[src/rtl/core/gcb_pkg.sv]
`default_nettype none
package gcb_pkg;

    localparam int COORD_BITS  = 12;
    localparam int STRIDE_W    = 15;
    localparam int OFFS_W      = 26;
    localparam int PIX_W       = 32;
    localparam int CH_W        = 8;
    localparam int PROD_W      = 2 * (CH_W + 1);
    localparam int YPROD_W     = COORD_BITS + STRIDE_W;
    localparam int XOFFS_W     = COORD_BITS + 2;
    localparam int CFG_IDX_W   = 2;
    localparam int CFG_DATA_W  = STRIDE_W;
    localparam int BD_IDX_W    = 3;

    localparam logic [CH_W-1:0] COV_NONE   = 8'h00;
    localparam logic [CH_W-1:0] COV_FULL   = 8'hff;
    localparam int              COV_FG_BIT = 7;

    typedef enum logic [1:0] {
        FMT_IDX8   = 2'd0,
        FMT_RGB555 = 2'd1,
        FMT_RGB565 = 2'd2,
        FMT_RGB888 = 2'd3
    } t_fmt;

    typedef enum logic [CFG_IDX_W-1:0] {
        CFG_PIXEL_FORMAT   = 2'd0,
        CFG_LINE_STRIDE    = 2'd1,
        CFG_IMAGE_ENABLE   = 2'd2,
        CFG_BACKDROP_INDEX = 2'd3
    } t_cfg_reg;

    typedef struct packed {
        t_fmt                  fmt;
        logic [STRIDE_W-1:0]   stride;
        logic                  img_en;
        logic [BD_IDX_W-1:0]   bd_idx;
    } t_cfg;

    typedef struct packed {
        logic s1;
        logic s2;
        logic s3;
    } t_stage_en;

    function automatic logic [PIX_W-1:0] pack_rgb(
        input t_fmt            fmt,
        input logic [CH_W-1:0] r,
        input logic [CH_W-1:0] g,
        input logic [CH_W-1:0] b
    );
        logic [PIX_W-1:0] p;
        begin
            case (fmt)
                FMT_RGB888: p = {8'h00, r, g, b};
                FMT_RGB565: p = {16'h0000, r[7:3], g[7:2], b[7:3]};
                FMT_RGB555: p = {17'h00000, r[7:3], g[7:3], b[7:3]};
                default:    p = '0;
            endcase
            return p;
        end
    endfunction

    function automatic logic [3*CH_W-1:0] unpack_rgb(
        input t_fmt             fmt,
        input logic [PIX_W-1:0] pix
    );
        logic [3*CH_W-1:0] c;
        begin
            case (fmt)
                FMT_RGB888: c = pix[23:0];
                FMT_RGB565: c = {pix[15:11], 3'b000, pix[10:5], 2'b00, pix[4:0], 3'b000};
                FMT_RGB555: c = {pix[14:10], 3'b000, pix[9:5], 3'b000, pix[4:0], 3'b000};
                default:    c = '0;
            endcase
            return c;
        end
    endfunction

endpackage
`default_nettype wire

[src/rtl/core/gcb_if.sv]
`default_nettype none
interface gcb_pix_if import gcb_pkg::*; ();
    logic                  valid;
    logic                  ready;
    logic [CH_W-1:0]       coverage;
    logic [CH_W-1:0]       fore_red;
    logic [CH_W-1:0]       fore_green;
    logic [CH_W-1:0]       fore_blue;
    logic [CH_W-1:0]       back_red;
    logic [CH_W-1:0]       back_green;
    logic [CH_W-1:0]       back_blue;
    logic [CH_W-1:0]       fore_index;
    logic [CH_W-1:0]       back_index;
    logic [PIX_W-1:0]      image_pixel;
    logic [COORD_BITS-1:0] pixel_x;
    logic [COORD_BITS-1:0] pixel_y;

    modport source(
        output valid, coverage, fore_red, fore_green, fore_blue, back_red, back_green,
               back_blue, fore_index, back_index, image_pixel, pixel_x, pixel_y,
        input  ready
    );
    modport sink(
        input  valid, coverage, fore_red, fore_green, fore_blue, back_red, back_green,
               back_blue, fore_index, back_index, image_pixel, pixel_x, pixel_y,
        output ready
    );
endinterface

interface gcb_res_if import gcb_pkg::*; ();
    logic              valid;
    logic              ready;
    logic [PIX_W-1:0]  pixel_value;
    logic [OFFS_W-1:0] byte_offset;

    modport source(output valid, pixel_value, byte_offset, input ready);
    modport sink(input valid, pixel_value, byte_offset, output ready);
endinterface

interface gcb_cfg_if import gcb_pkg::*; ();
    logic                  valid;
    logic                  ready;
    logic [CFG_IDX_W-1:0]  index;
    logic [CFG_DATA_W-1:0] data;

    modport source(output valid, index, data, input ready);
    modport sink(input valid, index, data, output ready);
endinterface
`default_nettype wire

[src/rtl/core/gcb_cfg_regs.sv]
`default_nettype none
module gcb_cfg_regs import gcb_pkg::*; (
    input  wire logic i_clk,
    input  wire logic i_rst_n,
    gcb_cfg_if.sink   i_cfg,
    output t_cfg      o_cfg
);

    t_cfg r_cfg;
    t_cfg n_cfg;

    assign i_cfg.ready = 1'b1;
    assign o_cfg       = r_cfg;

    always_comb begin
        n_cfg = r_cfg;
        if (i_cfg.valid) begin
            case (t_cfg_reg'(i_cfg.index))
                CFG_PIXEL_FORMAT:   n_cfg.fmt    = t_fmt'(i_cfg.data[1:0]);
                CFG_LINE_STRIDE:    n_cfg.stride = i_cfg.data[STRIDE_W-1:0];
                CFG_IMAGE_ENABLE:   n_cfg.img_en = i_cfg.data[0];
                CFG_BACKDROP_INDEX: n_cfg.bd_idx = i_cfg.data[BD_IDX_W-1:0];
                default:            n_cfg        = r_cfg;
            endcase
        end
    end

    always_ff @(posedge i_clk) begin
        if (!i_rst_n) begin
            r_cfg.fmt    <= FMT_RGB565;
            r_cfg.stride <= '0;
            r_cfg.img_en <= 1'b0;
            r_cfg.bd_idx <= '0;
        end else begin
            r_cfg <= n_cfg;
        end
    end

endmodule
`default_nettype wire

[src/rtl/core/gcb_pixel_pipe.sv]
`default_nettype none
module gcb_pixel_pipe import gcb_pkg::*; (
    input  wire logic              i_clk,
    input  wire t_stage_en         i_en,
    input  wire t_cfg              i_cfg,
    input  wire logic [CH_W-1:0]   i_coverage,
    input  wire logic [CH_W-1:0]   i_fore_red,
    input  wire logic [CH_W-1:0]   i_fore_green,
    input  wire logic [CH_W-1:0]   i_fore_blue,
    input  wire logic [CH_W-1:0]   i_back_red,
    input  wire logic [CH_W-1:0]   i_back_green,
    input  wire logic [CH_W-1:0]   i_back_blue,
    input  wire logic [CH_W-1:0]   i_fore_index,
    input  wire logic [CH_W-1:0]   i_back_index,
    input  wire logic [PIX_W-1:0]  i_image_pixel,
    output logic      [PIX_W-1:0]  o_pixel_value
);

    logic                 use_img;
    logic [3*CH_W-1:0]    img_rgb;
    logic [CH_W-1:0]      fg [3];
    logic [CH_W-1:0]      bg [3];
    logic [PIX_W-1:0]     bg_pix;
    logic [PIX_W-1:0]     fg_pix;
    logic [CH_W-1:0]      idx_pix;
    logic [PIX_W-1:0]     fixed_pix;
    logic                 do_blend;
    logic [CH_W-1:0]      blended [3];
    logic [PIX_W-1:0]     out_pix;

    logic                 r1_blend;
    t_fmt                 r1_fmt;
    logic [CH_W-1:0]      r1_cov;
    logic [PIX_W-1:0]     r1_fixed;
    logic signed [CH_W:0] r1_diff [3];
    logic [CH_W-1:0]      r1_bg [3];

    logic                 r2_blend;
    t_fmt                 r2_fmt;
    logic [PIX_W-1:0]     r2_fixed;
    logic signed [PROD_W-1:0] r2_prod [3];
    logic [CH_W-1:0]      r2_bg [3];

    logic [PIX_W-1:0]     r3_pix;

    // stage 1: background select, packing, channel differences
    always_comb begin
        use_img = i_cfg.img_en && (i_back_index == {5'b00000, i_cfg.bd_idx});
        img_rgb = unpack_rgb(i_cfg.fmt, i_image_pixel);
        fg[0] = i_fore_red;
        fg[1] = i_fore_green;
        fg[2] = i_fore_blue;
        bg[0] = use_img ? img_rgb[23:16] : i_back_red;
        bg[1] = use_img ? img_rgb[15:8]  : i_back_green;
        bg[2] = use_img ? img_rgb[7:0]   : i_back_blue;
        if (use_img) begin
            bg_pix = (i_cfg.fmt == FMT_RGB888) ? {8'h00, i_image_pixel[23:0]}
                                               : {16'h0000, i_image_pixel[15:0]};
        end else begin
            bg_pix = pack_rgb(i_cfg.fmt, i_back_red, i_back_green, i_back_blue);
        end
        fg_pix = pack_rgb(i_cfg.fmt, i_fore_red, i_fore_green, i_fore_blue);
        if (i_coverage[COV_FG_BIT]) begin
            idx_pix = i_fore_index;
        end else begin
            idx_pix = use_img ? i_image_pixel[7:0] : i_back_index;
        end
        if (i_cfg.fmt == FMT_IDX8) begin
            fixed_pix = {24'h000000, idx_pix};
        end else if (i_coverage == COV_NONE) begin
            fixed_pix = bg_pix;
        end else begin
            fixed_pix = fg_pix;
        end
        do_blend = (i_cfg.fmt != FMT_IDX8) && (i_coverage != COV_NONE)
                   && (i_coverage != COV_FULL);
    end

    always_ff @(posedge i_clk) begin
        if (i_en.s1) begin
            r1_blend <= do_blend;
            r1_fmt   <= i_cfg.fmt;
            r1_cov   <= i_coverage;
            r1_fixed <= fixed_pix;
            for (int i = 0; i < 3; i++) begin
                r1_diff[i] <= $signed({1'b0, fg[i]}) - $signed({1'b0, bg[i]});
                r1_bg[i]   <= bg[i];
            end
        end
    end

    // stage 2: weight by coverage
    always_ff @(posedge i_clk) begin
        if (i_en.s2) begin
            r2_blend <= r1_blend;
            r2_fmt   <= r1_fmt;
            r2_fixed <= r1_fixed;
            for (int i = 0; i < 3; i++) begin
                r2_prod[i] <= r1_diff[i] * $signed({1'b0, r1_cov});
                r2_bg[i]   <= r1_bg[i];
            end
        end
    end

    // stage 3: add back, repack, final select
    always_comb begin
        for (int i = 0; i < 3; i++) begin
            blended[i] = r2_bg[i] + r2_prod[i][15:8];
        end
        out_pix = r2_blend ? pack_rgb(r2_fmt, blended[0], blended[1], blended[2]) : r2_fixed;
    end

    always_ff @(posedge i_clk) begin
        if (i_en.s3) begin
            r3_pix <= out_pix;
        end
    end

    assign o_pixel_value = r3_pix;

endmodule
`default_nettype wire

[src/rtl/core/gcb_offset_pipe.sv]
`default_nettype none
module gcb_offset_pipe import gcb_pkg::*; (
    input  wire logic                  i_clk,
    input  wire t_stage_en             i_en,
    input  wire t_cfg                  i_cfg,
    input  wire logic [COORD_BITS-1:0] i_pixel_x,
    input  wire logic [COORD_BITS-1:0] i_pixel_y,
    output logic      [OFFS_W-1:0]     o_byte_offset
);

    logic [XOFFS_W-1:0] x_bytes;
    logic [YPROD_W-1:0] r1_yprod;
    logic [XOFFS_W-1:0] r1_xbytes;
    logic [OFFS_W-1:0]  r2_offs;
    logic [OFFS_W-1:0]  r3_offs;
    logic [YPROD_W:0]   sum;

    always_comb begin
        case (i_cfg.fmt)
            FMT_IDX8:   x_bytes = {2'b00, i_pixel_x};
            FMT_RGB888: x_bytes = {i_pixel_x, 2'b00};
            default:    x_bytes = {1'b0, i_pixel_x, 1'b0};
        endcase
    end

    assign sum = {1'b0, r1_yprod} + {{(YPROD_W + 1 - XOFFS_W){1'b0}}, r1_xbytes};

    always_ff @(posedge i_clk) begin
        if (i_en.s1) begin
            r1_yprod  <= i_pixel_y * i_cfg.stride;
            r1_xbytes <= x_bytes;
        end
        if (i_en.s2) begin
            r2_offs <= sum[OFFS_W-1:0];
        end
        if (i_en.s3) begin
            r3_offs <= r2_offs;
        end
    end

    assign o_byte_offset = r3_offs;

endmodule
`default_nettype wire

[src/rtl/core/glyph_coverage_color_blend.sv]
// Channel  Dir  Port    Content
// -------  ---  ------  ---------------------------------------------------
// pixel    in   i_pix   coverage, fg/bg colors and indices, image pixel, x/y
// result   out  o_res   pixel_value, byte_offset
// config   in   i_cfg   index, data (always ready, one register per transaction)
//
// Three register stages; one transaction per clock while o_res.ready allows.
// Throughput is set by the stage handshake: each stage advances when it is
// empty or the next stage advances, so bubbles collapse and a waiting result
// does not block new input while a stage is free.
// Synchronous active-low reset clears stage valid bits and config (fmt RGB565).
`default_nettype none
module glyph_coverage_color_blend import gcb_pkg::*; (
    input  wire logic i_clk,
    input  wire logic i_rst_n,
    gcb_cfg_if.sink   i_cfg,
    gcb_pix_if.sink   i_pix,
    gcb_res_if.source o_res
);

    t_cfg      cfg;
    t_stage_en en;
    logic      r_v1;
    logic      r_v2;
    logic      r_v3;
    logic      rdy1;
    logic      rdy2;
    logic      rdy3;

    assign rdy3  = !r_v3 || o_res.ready;
    assign rdy2  = !r_v2 || rdy3;
    assign rdy1  = !r_v1 || rdy2;
    assign en.s1 = rdy1;
    assign en.s2 = rdy2;
    assign en.s3 = rdy3;

    assign i_pix.ready = rdy1;
    assign o_res.valid = r_v3;

    always_ff @(posedge i_clk) begin
        if (!i_rst_n) begin
            r_v1 <= 1'b0;
            r_v2 <= 1'b0;
            r_v3 <= 1'b0;
        end else begin
            if (rdy1) begin
                r_v1 <= i_pix.valid;
            end
            if (rdy2) begin
                r_v2 <= r_v1;
            end
            if (rdy3) begin
                r_v3 <= r_v2;
            end
        end
    end

    gcb_cfg_regs u_cfg (
        .i_clk   (i_clk),
        .i_rst_n (i_rst_n),
        .i_cfg   (i_cfg),
        .o_cfg   (cfg)
    );

    gcb_pixel_pipe u_pixel (
        .i_clk         (i_clk),
        .i_en          (en),
        .i_cfg         (cfg),
        .i_coverage    (i_pix.coverage),
        .i_fore_red    (i_pix.fore_red),
        .i_fore_green  (i_pix.fore_green),
        .i_fore_blue   (i_pix.fore_blue),
        .i_back_red    (i_pix.back_red),
        .i_back_green  (i_pix.back_green),
        .i_back_blue   (i_pix.back_blue),
        .i_fore_index  (i_pix.fore_index),
        .i_back_index  (i_pix.back_index),
        .i_image_pixel (i_pix.image_pixel),
        .o_pixel_value (o_res.pixel_value)
    );

    gcb_offset_pipe u_offset (
        .i_clk         (i_clk),
        .i_en          (en),
        .i_cfg         (cfg),
        .i_pixel_x     (i_pix.pixel_x),
        .i_pixel_y     (i_pix.pixel_y),
        .o_byte_offset (o_res.byte_offset)
    );

endmodule
`default_nettype wire
[src/flat_wrapper.sv]
// flat-port wrapper written by rule: the top's interface ports become plain ports
module glyph_coverage_color_blend_flat import gcb_pkg::*;
  (i_clk, i_rst_n, i_cfg_valid, i_cfg_index, i_cfg_data, i_cfg_ready, i_pix_valid, i_pix_coverage, i_pix_fore_red, i_pix_fore_green, i_pix_fore_blue, i_pix_back_red, i_pix_back_green, i_pix_back_blue, i_pix_fore_index, i_pix_back_index, i_pix_image_pixel, i_pix_pixel_x, i_pix_pixel_y, i_pix_ready, o_res_valid, o_res_pixel_value, o_res_byte_offset, o_res_ready);
  gcb_cfg_if i_cfg_i ();
  gcb_pix_if i_pix_i ();
  gcb_res_if o_res_i ();
  input  wire logic i_clk;
  input  wire logic i_rst_n;
  input wire logic [$bits(i_cfg_i.valid)-1:0] i_cfg_valid;
  input wire logic [$bits(i_cfg_i.index)-1:0] i_cfg_index;
  input wire logic [$bits(i_cfg_i.data)-1:0] i_cfg_data;
  output wire logic [$bits(i_cfg_i.ready)-1:0] i_cfg_ready;
  input wire logic [$bits(i_pix_i.valid)-1:0] i_pix_valid;
  input wire logic [$bits(i_pix_i.coverage)-1:0] i_pix_coverage;
  input wire logic [$bits(i_pix_i.fore_red)-1:0] i_pix_fore_red;
  input wire logic [$bits(i_pix_i.fore_green)-1:0] i_pix_fore_green;
  input wire logic [$bits(i_pix_i.fore_blue)-1:0] i_pix_fore_blue;
  input wire logic [$bits(i_pix_i.back_red)-1:0] i_pix_back_red;
  input wire logic [$bits(i_pix_i.back_green)-1:0] i_pix_back_green;
  input wire logic [$bits(i_pix_i.back_blue)-1:0] i_pix_back_blue;
  input wire logic [$bits(i_pix_i.fore_index)-1:0] i_pix_fore_index;
  input wire logic [$bits(i_pix_i.back_index)-1:0] i_pix_back_index;
  input wire logic [$bits(i_pix_i.image_pixel)-1:0] i_pix_image_pixel;
  input wire logic [$bits(i_pix_i.pixel_x)-1:0] i_pix_pixel_x;
  input wire logic [$bits(i_pix_i.pixel_y)-1:0] i_pix_pixel_y;
  output wire logic [$bits(i_pix_i.ready)-1:0] i_pix_ready;
  output wire logic [$bits(o_res_i.valid)-1:0] o_res_valid;
  output wire logic [$bits(o_res_i.pixel_value)-1:0] o_res_pixel_value;
  output wire logic [$bits(o_res_i.byte_offset)-1:0] o_res_byte_offset;
  input wire logic [$bits(o_res_i.ready)-1:0] o_res_ready;
  assign i_cfg_i.valid = i_cfg_valid;
  assign i_cfg_i.index = i_cfg_index;
  assign i_cfg_i.data = i_cfg_data;
  assign i_cfg_ready = i_cfg_i.ready;
  assign i_pix_i.valid = i_pix_valid;
  assign i_pix_i.coverage = i_pix_coverage;
  assign i_pix_i.fore_red = i_pix_fore_red;
  assign i_pix_i.fore_green = i_pix_fore_green;
  assign i_pix_i.fore_blue = i_pix_fore_blue;
  assign i_pix_i.back_red = i_pix_back_red;
  assign i_pix_i.back_green = i_pix_back_green;
  assign i_pix_i.back_blue = i_pix_back_blue;
  assign i_pix_i.fore_index = i_pix_fore_index;
  assign i_pix_i.back_index = i_pix_back_index;
  assign i_pix_i.image_pixel = i_pix_image_pixel;
  assign i_pix_i.pixel_x = i_pix_pixel_x;
  assign i_pix_i.pixel_y = i_pix_pixel_y;
  assign i_pix_ready = i_pix_i.ready;
  assign o_res_valid = o_res_i.valid;
  assign o_res_pixel_value = o_res_i.pixel_value;
  assign o_res_byte_offset = o_res_i.byte_offset;
  assign o_res_i.ready = o_res_ready;
  glyph_coverage_color_blend u_core (.i_clk(i_clk), .i_rst_n(i_rst_n), .i_cfg(i_cfg_i), .i_pix(i_pix_i), .o_res(o_res_i));
endmodule
[config.mk]
export PLATFORM = sky130hd
export DESIGN_NAME = glyph_coverage_color_blend_flat
export DESIGN_NICKNAME = d
export VERILOG_FILES = /design/src/rtl/core/gcb_pkg.sv /design/src/rtl/core/gcb_if.sv /design/src/rtl/core/gcb_cfg_regs.sv /design/src/rtl/core/gcb_pixel_pipe.sv /design/src/rtl/core/gcb_offset_pipe.sv /design/src/rtl/core/glyph_coverage_color_blend.sv /design/src/flat_wrapper.sv
export SDC_FILE = /design/constraint.sdc
export NUM_CORES = 1
export LEC_CHECK = 0
export BUFFER_PORTS_ARGS = -buffer_cell sky130_fd_sc_hd__buf_4
export CORE_MARGIN = 4
export CORE_UTILIZATION = 57
export CTS_CLUSTER_SIZE = 12
export DETAILED_ROUTE_END_ITERATION = 6
export PLACE_DENSITY = 0.87
export RECOVER_POWER = 100
export REMOVE_ABC_BUFFERS = 1
export SLEW_MARGIN = 0
export SYNTH_ARGS = -nofsm -noshare
export SYNTH_HDL_FRONTEND = slang
export SYNTH_HIERARCHICAL = 1
export SYNTH_SLANG_ARGS = --single-unit
[constraint.sdc]
create_clock -name i_clk -period 13.65 [get_ports i_clk]
set_input_delay 2.73 -clock i_clk [delete_from_list [all_inputs] [get_ports i_clk]]
set_output_delay 2.73 -clock i_clk [all_outputs]
set_load 0.02 [all_outputs]
==> out/metrics.csv, run 1 <==
stage,metric,value,unit
sta,setup_ws,5.69,ns
drt,drc,1,
flow_run,max_cap_viol_count,10,
yosys,postSynthCellCount,2690,
sta,fmax,126,MHz
yosys,yosys.area_share.simple,0.132,
outcome,violations,"DRC, capacitance limit, slew limit",
global_route,gr-usage-all-layers,0.270,
yosys,yosysMostFrequentCell,inv_1,
drt,dr_total_vias,20500,
global_route,grt_pass1_wl,110,mm
clocking,ctsRootBufferMaster,clkbuf_16,
clocking,cts_buffers,35,
clocking,hold_buffers,0,
critical_path,critical_path.max_fanout,15,
yosys,synth_ff_type,edfxtp_1,
outcome,status,"finished, violations left",
sta,tns,0,ns
placed_design,hpwl,52.6,mm
drt,drt-initial-drc-count,2070,
clocking,cts_resized,0,
die,dieArea,51700,um^2
drt,vias_per_cell,5.89,
placed_design,gp_congestion,0.959,
global_route,grt_overflow_total,0,
yosys,yosys_warnings,6,
yosys,synth_top_area_frac,0.303,
drt,ant_nets,0,
yosys,synth_fa_ha_area_frac,0.310,
clocking,clock_latency,0.55,ns
die,start_util,0.576,
sta,slew_headroom,-1.82,
power,ir_drop,0.159,mV
critical_path,cp.arrival,8.23,ns
yosys,synth_common_cells,"439 x inv_1, 376 x nand2_1, 298 x fa_1, 277 x edfxtp_1, 204 x ha_1",
yosys,ys_seq_area_frac,0.320,
yosys,yosysTopAreaCell,edfxtp_1,
die,rows,80,
sta,fin_skew,0.0195,ns
cells_and_area,nets,3486,
drt,wire_per_inst,20.0,um
placed_design,port_buffers,193,
sta,worstMarginPinSlew,4.23,ns
power,pwr_density_cell,179,nW/um^2
cells_and_area,drive_gt1_frac,0.0784,
cells_and_area,area_growth,9.37,%
yosys,synth_mux_area_frac,0.0253,
yosys,synth-seq-cells,301,
yosys,synth_area,27500,um^2
yosys,synth_top_family_by_area,adder cells,
sta,setup_viol,0,
sta,drv_slew,447,
sta,rsz0062_at_grt,false,
yosys,synth_edf_count,277,
min_path,hp-class,reg2reg,
yosys,synth_xor_xnor_area_share,0.0412,
die,die-height,227,um
drt,route.final.wire_length,69.4,mm
yosys,synthTopCellsByArea,"edfxtp_1 30%, fa_1 22%, ha_1 9.3%, inv_1 6.0%, nand2_1 5.1%",
clocking,clk_path_buf_depth,3,
yosys,postSynthAreaPerCell,10.2,um^2
critical_path,crit_type,in2reg,
global_route,grt_max_degree,76,
die,fp.coreArea,47600,um^2
critical_path,critPathLaunchType,input port,
clocking,cts.sinks,301,
cells_and_area,ff_latch_area,8800,um^2
sta,holdWs,0.414,ns
clocking,tritoncts,done,
power,leakagePower,13.8,nW
drt,dr.pass1.iters,7,
clocking,path_clk_slew,0.06,ns
critical_path,cp-end-kind,register,
yosys,synth_compound_area_frac,0.0905,
sta,fin_crit_sh,0.583,
global_route,grt_pass1_vias,21400,
die,ios,211,
cells_and_area,num-fill-cells,3684,
clocking,cts_setup_buffers,0,
yosys,synth_cell_types,80,
yosys,ys_async_sr_fraction,0,
sta,timing_hold_violations_final,0,
critical_path,critical_path_required,13.92,ns
placed_design,post-place-ws,5.60,ns
global_route,antenna_found_initial,3,
cells_and_area,multi_input_area,16400,um^2
die,die_x,227,um
sta,fin_crit,7.96,ns
clocking,h-tree-depth,2,
-- power by group --
group,leakage (nW),switching [W],internal [W],total [W]
registers,3.24,0.000113,0.00134,0.00145
logic,10.1,0.00175,0.00129,0.00304
clock network,0.518,0.000371,0.000509,0.000880
total,13.8,0.00223,0.00314,0.00537
-- kinds of logic (layout without fill, tap and decap cells) --
logic type,Yosys count,after routing
AND/OR/NAND/NOR,746,746
buffers and inverters,555,714
adder cells (fa/ha/maj),502,502
AO/OA/AOI/OAI,388,388
flip-flops,301,301
XOR/XNOR,129,129
multiplexers,67,67
other,2,12
-- state kept, by name, summed over array words and instances (netlist names) --
signal,count
u_core/r_v2,1
u_core/u_offset/r1_xbytes,14
u_core/u_pixel/r2_prod,24
u_core/u_pixel/r2_fixed,24
u_core/o_res.valid,1
u_core/u_pixel/r2_bg,24
u_core/u_pixel/r1_blend,1
u_core/u_pixel/o_pixel_value,24
u_core/u_offset/r2_offs,26
u_core/r_v1,1
u_core/u_pixel/r1_fmt,2
u_core/u_pixel/r1_cov,8
u_core/u_pixel/r1_diff,27
u_core/u_pixel/r1_fixed,24
u_core/u_offset/r1_yprod,26
u_core/u_pixel/r2_blend,1
u_core/u_pixel/r2_fmt,2
u_core/u_pixel/r1_bg,24
u_core/u_cfg/o_cfg,21
u_core/u_offset/o_byte_offset,26
-- per-layer routing --
layer / global-route usage / up-vias / part of all wire / wire length (um)
met4: 0.115 / 2 / 0.045 / 3140
met3: 0.0529 / 242 / 0.089 / 6200
met5: 0 / - / 0.00016 / 11
met2: 0.446 / 1042 / 0.48 / 33000
li1: - / 9086 / - / -
met1: 0.351 / 10100 / 0.39 / 27100
-- worst max-delay path, cell delays in order --
cell,delay (ns)
clkbuf_1,0.53
nand2_1,0.17
fa_1,0.58
inv_1,0.06
fa_1,0.50
inv_1,0.05
fa_1,0.51
inv_1,0.06
fa_1,0.54
inv_1,0.06
fa_1,0.52
inv_1,0.04
ha_1,0.35
o21a_1,0.19
o211ai_1,0.16
a31oi_1,0.10
a31oi_1,0.48
nor2_1,0.15
nor4b_1,0.35
a211oi_1,0.11
-- worst paths after layout --
| check | startpoint | slack, ns | to | cells past startpoint |
|---|---|---|---|---|
| setup / recovery | i_pix_pixel_y[5] | 5.69 | u_core/u_offset/r1_yprod[22]$_DFFE_PP_ | 20 |
| hold / removal | u_core/u_pixel/r1_bg[0][8]$_DFFE_PP_ | 0.41 | u_core/u_pixel/r2_bg[0][8]$_DFFE_PP_ | 0 |
| setup reg to reg | u_core/u_cfg/o_cfg[9]$_SDFFE_PN0P_ | 7.79 | u_core/u_offset/r1_yprod[22]$_DFFE_PP_ | 19 |
| hold reg to reg | u_core/u_pixel/r1_bg[0][8]$_DFFE_PP_ | 0.41 | u_core/u_pixel/r2_bg[0][8]$_DFFE_PP_ | 0 |
-- metrics by stage --
step                total power [W]  utilization  instance area, um^2  cells
detailed placement          0.00451        0.615                29300   3412
CTS                         0.00543        0.638                30400   3471
global placement            0.00434        0.615                29300   3412
global route                0.00580        0.630                30000   3473
finish                      0.00537        0.630                30000   3474
floorplan                   0.00366            -                27000   2586
-- layout by cell type (no fill, tap or decap), types with 12 or more instances in the layout --
cell type  synthesis  routed
fa_1             298     298
nand2_1          376     376
o211ai_1          16      16
ha_1             204     204
nor3_1            12      12
mux2_2            19      16
o22ai_1           27      27
inv_1            439     437
xor2_1            48      48
a21oi_1          106     107
and2_1           173     165
nand3_1           19      19
xnor2_1           81      81
clkbuf_16          0      36
edfxtp_1         277     277
nand2b_1          15      16
a31oi_1           22      22
clkbuf_1          72      77
nor2b_1           18      18
a22oi_1           13      13
a21o_1            28      28
nor2_1            73      72
dfxtp_1           24      23
buf_4             12     137
o21a_1            21      21
mux2i_1           48      48
and2_0             0      15
o21ai_0           77      82
-- cell type report --
cell class | count | area share
multi-input cells | 1841 | 0.546
repair buffers | 211 | 0.0436
flip-flops and latches | 301 | 0.293
well taps | 615 | 0.0256
clock buffers | 42 | 0.0311
clock inverters | 17 | 0.00446
inverters | 444 | 0.0556
diodes | 3 | 0.000250
Note: power is estimated with default switching activity, not from simulation.
==> run 2, diff against run 1 <==
--- a/config.mk
+++ b/config.mk
@@ -5,12 +5,13 @@
 export SDC_FILE = /design/constraint.sdc
 export NUM_CORES = 1
 export LEC_CHECK = 0
+export ABC_AREA = 1
 export BUFFER_PORTS_ARGS = -buffer_cell sky130_fd_sc_hd__buf_4
 export CORE_MARGIN = 4
 export CORE_UTILIZATION = 57
 export CTS_CLUSTER_SIZE = 12
 export DETAILED_ROUTE_END_ITERATION = 6
-export PLACE_DENSITY = 0.87
+export PLACE_DENSITY = 0.9
 export RECOVER_POWER = 100
 export REMOVE_ABC_BUFFERS = 1
 export SLEW_MARGIN = 0
==> constraint.sdc (replaced) <==
create_clock -name i_clk -period 6.9 [get_ports i_clk]
set_input_delay 1.38 -clock i_clk [delete_from_list [all_inputs] [get_ports i_clk]]
set_output_delay 1.38 -clock i_clk [all_outputs]
set_load 0.02 [all_outputs]
==> run 2 against run 1 <==
Net effect:
- the run still ends with DRC, capacitance limit, slew limit left
- sequential cell count did not move
- worst setup slack got worse by 5.0 ns
- cell count is 32% higher
- via count increased by 26%
- synthesized cell count up 40%
- hold slack worse by 0.0019 ns
- global-route usage grew 2.2 points
- power grew 140%
- sequential share of layout area shrank 2.4 points
- clock skew is 0.00094 ns lower
- critical path type unchanged
==> out/metrics.csv, run 2 <==
stage,metric,value,unit
critical_path,crit_slowest_cell,clkinvlp_2,
placed_design,gp_congestion,1.01,
drt,ant_nets,0,
cells_and_area,final_common_cell,nand2_1,
yosys,synthTopCellsByArea,"edfxtp_1 28%, fa_1 20%, nand2_1 14%, inv_1 11%, ha_1 8.5%",
critical_path,crit_cells,18,
sta,rsz0062_at_grt,false,
clocking,ctsRootBufferMaster,clkbuf_16,
cells_and_area,area_growth,9.08,%
die,die-height,237,um
sta,fin_skew,0.0185,ns
yosys,synth_ff_type,edfxtp_1,
die,die_x,237,um
sta,timing_hold_violations_final,0,
drt,route.final.wire_length,83.0,mm
sta,slew_headroom,-1.07,
drt,dr_total_vias,25800,
die,fp.coreArea,51700,um^2
critical_path,cp-end-kind,register,
critical_path,cp.arrival,6.54,ns
critical_path,ff2ff_setup_slack,1.05,ns
critical_path,crit_path_end,u_core/u_pixel/r1_diff[0][6]$_DFFE_PP_,
global_route,grt_pass1_vias,25400,
critical_path,rr_endpoint,u_core/u_pixel/r1_diff[0][6]$_DFFE_PP_,
clocking,hold_buffers,0,
cells_and_area,nets,4533,
outcome,status,"finished, violations left",
clocking,cts_buffers,37,
critical_path,critical_path.max_fanout,23,
sta,tns,0,ns
clocking,path_clk_slew,0.06,ns
yosys,ys_seq_area_frac,0.293,
yosys,yosys_warnings,6,
critical_path,path_buf_inv,5,
placed_design,hpwl,63.7,mm
power,pwr_density_cell,396,nW/um^2
clocking,tritoncts,done,
flow_run,max_cap_viol_count,7,
sta,drv_slew,350,
yosys,ys_async_sr_fraction,0,
yosys,synth_top_area_frac,0.277,
global_route,antenna_found_initial,11,
placed_design,port_buffers,193,
critical_path,critical_path_required,7.22,ns
drt,drc,43,
cells_and_area,largest_reg_flops,27,
global_route,grt_pass1_wl,131,mm
sta,fmax,161,MHz
clocking,clk_path_buf_depth,3,
yosys,yosysMostFrequentCell,nand2_1,
min_path,hp-class,reg2reg,
yosys,postSynthAreaPerCell,7.99,um^2
die,dieArea,56300,um^2
power,leakagePower,17.9,nW
drt,wire_per_inst,18.1,um
power,ir_drop,0.346,mV
outcome,violations,"DRC, capacitance limit, slew limit",
drt,drt-initial-drc-count,3185,
sta,setup_viol,0,
die,start_util,0.580,
critical_path,crit_type,in2reg,
drt,dr.pass1.iters,7,
cells_and_area,layout.cells.non_filler,4591,
cells_and_area,top_register,u_core/u_pixel/r1_diff,
critical_path,crit_top_cell,nand2_1,
critical_path,reg2regPathDepth,16,
global_route,gr-usage-all-layers,0.292,
critical_path,cp-startpoint,i_pix_back_index[7],
cells_and_area,drive_gt1_frac,0.0571,
sta,fin_crit,6.23,ns
global_route,grt_overflow_total,0,
sta,fin_crit_sh,0.903,
global_route,grt_max_degree,85,
clocking,clock_latency,0.56,ns
placed_design,dp.cells,4522,
sta,worstMarginPinSlew,3.10,ns
cells_and_area,final_cell_mix,"1,148 x nand2_1, 886 x inv_1, 298 x fa_1",
yosys,synth_edf_count,277,
clocking,cts.sinks,301,
clocking,cts_resized,0,
yosys,synth_area,30000,um^2
yosys,synth-seq-cells,301,
critical_path,path_cells,buf_4 -> inv_1 -> nand2_1 -> nor2_1 -> and2b_1 -> nand2_1 -> clkinvlp_2 -> clkbuf_1 -> nand2_1 -> o21ai_0 -> inv_2 -> ha_1 -> nand2_1 -> o21ai_0 -> nand2_1 -> nand2_1 -> a21oi_1 -> xor2_1,
yosys,yosysTopAreaCell,edfxtp_1,
die,rows,83,
critical_path,crit_path_max_incr_delay,0.83,ns
clocking,h-tree-depth,2,
critical_path,critPathLaunchType,input port,
yosys,synth_cell_types,57,
critical_path,r2r_start,u_core/u_cfg/o_cfg[3]$_SDFFE_PN0P_,
yosys,postSynthCellCount,3754,
yosys,synth_common_cells,"1,139 x nand2_1, 885 x inv_1, 298 x fa_1, 277 x edfxtp_1, 204 x ha_1",
clocking,cts_setup_buffers,0,
drt,vias_per_cell,5.61,
die,ios,211,
critical_path,crit_family,buffers and inverters,
run 2: cell count changes after synthesis, sizes merged, moves of 22 or more:
| cell | before | now |
|---|---|---|
| nand4 | 11 | 36 |
| nand2 | 377 | 1156 |
| inv | 444 | 894 |
| xnor2 | 81 | 18 |
| o21ai | 82 | 58 |
| a21o | 28 | 6 |
| and2 | 181 | 5 |
| nor2 | 74 | 196 |
| nand3 | 19 | 188 |
| mux2i | 48 | 0 |
run 2: layout make-up:
class	instances	area [um^2]
antenna	3	7.51
multi-input combinational	2440	17200
inverter	896	3360
clock inverter	17	200
timing repair buffer	205	1280
sequential	301	8800
fill	4167	19000
clock buffer	49	1010
tap	680	851
run 2: layer usage:
metal / wire length, um / GRT usage / vias to the layer above
met1: 30500 / 0.376 / 12100
li1: - / - / 11700
met2: 36800 / 0.458 / 1677
met5: 166 / 0.00673 / -
met3: 11100 / 0.0820 / 319
met4: 4430 / 0.137 / 20
run 2: worst min-delay path by stage:
stage	start	end	slack (ns)	cells past startpoint
6_report	u_core/u_pixel/r1_blend$_DFFE_PP_	u_core/u_pixel/r2_blend$_DFFE_PP_	0.41	0
5_1_grt	u_core/u_pixel/r1_bg[0][10]$_DFFE_PP_	u_core/u_pixel/r2_bg[0][10]$_DFFE_PP_	0.42	0
4_1_cts	u_core/u_pixel/r1_fixed[12]$_SDFFCE_PP0P_	u_core/u_pixel/r2_fixed[12]$_DFFE_PP_	0.41	0
3_5_place_dp	u_core/u_offset/r2_offs[20]$_DFFE_PP_	u_core/u_offset/o_byte_offset[20]$_DFFE_PP_	0.40	0
3_3_place_gp	u_core/u_pixel/r1_fixed[21]$_SDFFCE_PP0P_	u_core/u_pixel/r2_fixed[21]$_DFFE_PP_	0.40	0
2_1_floorplan	u_core/u_offset/r2_offs[0]$_DFFE_PP_	u_core/u_offset/o_byte_offset[0]$_DFFE_PP_	0.40	0
run 2: kinds of logic (layout without fill, tap and decap cells):
kind of cell,after synthesis,in the layout,synth area share
simple gates,1620,1620,0.222
buf+inv,1020,1167,0.131
fa+ha+maj,502,502,0.284
flops,301,301,0.293
compound gates,238,238,0.0486
xor+xnor,71,71,0.0210
other cells,2,12,0.000250
run 2: power by group:
group	switching, W	internal (W)
clock network	0.000804	0.00116
logic	0.00507	0.00287
registers	0.000316	0.00274
run 2: worst reg2reg max path, cell delays in order, from the launching register on:
cell	delay, ns
dfxtp_1	0.68
nand2_2	0.10
nor2_1	0.47
and2b_1	0.22
nand2_1	0.66
clkinvlp_2	0.83
clkbuf_1	0.77
nand2_1	0.19
o21ai_0	0.45
inv_2	0.05
ha_1	0.34
nand2_1	0.06
o21ai_0	0.39
nand2_1	0.11
nand2_1	0.09
a21oi_1	0.07
xor2_1	0.14
run 2: through the flow:
step	utilization	area, um^2	setup slack [ns]	hold slack (ns)	total power, W
floorplan	-	29500	1.47	0.400	0.00872
global placement	0.616	31900	1.01	0.400	0.0106
detailed placement	0.616	31900	0.927	0.405	0.0109
CTS	0.640	33100	1.50	0.414	0.0130
global route	0.632	32700	0.684	0.417	0.0141
finish	0.632	32700	0.673	0.412	0.0130
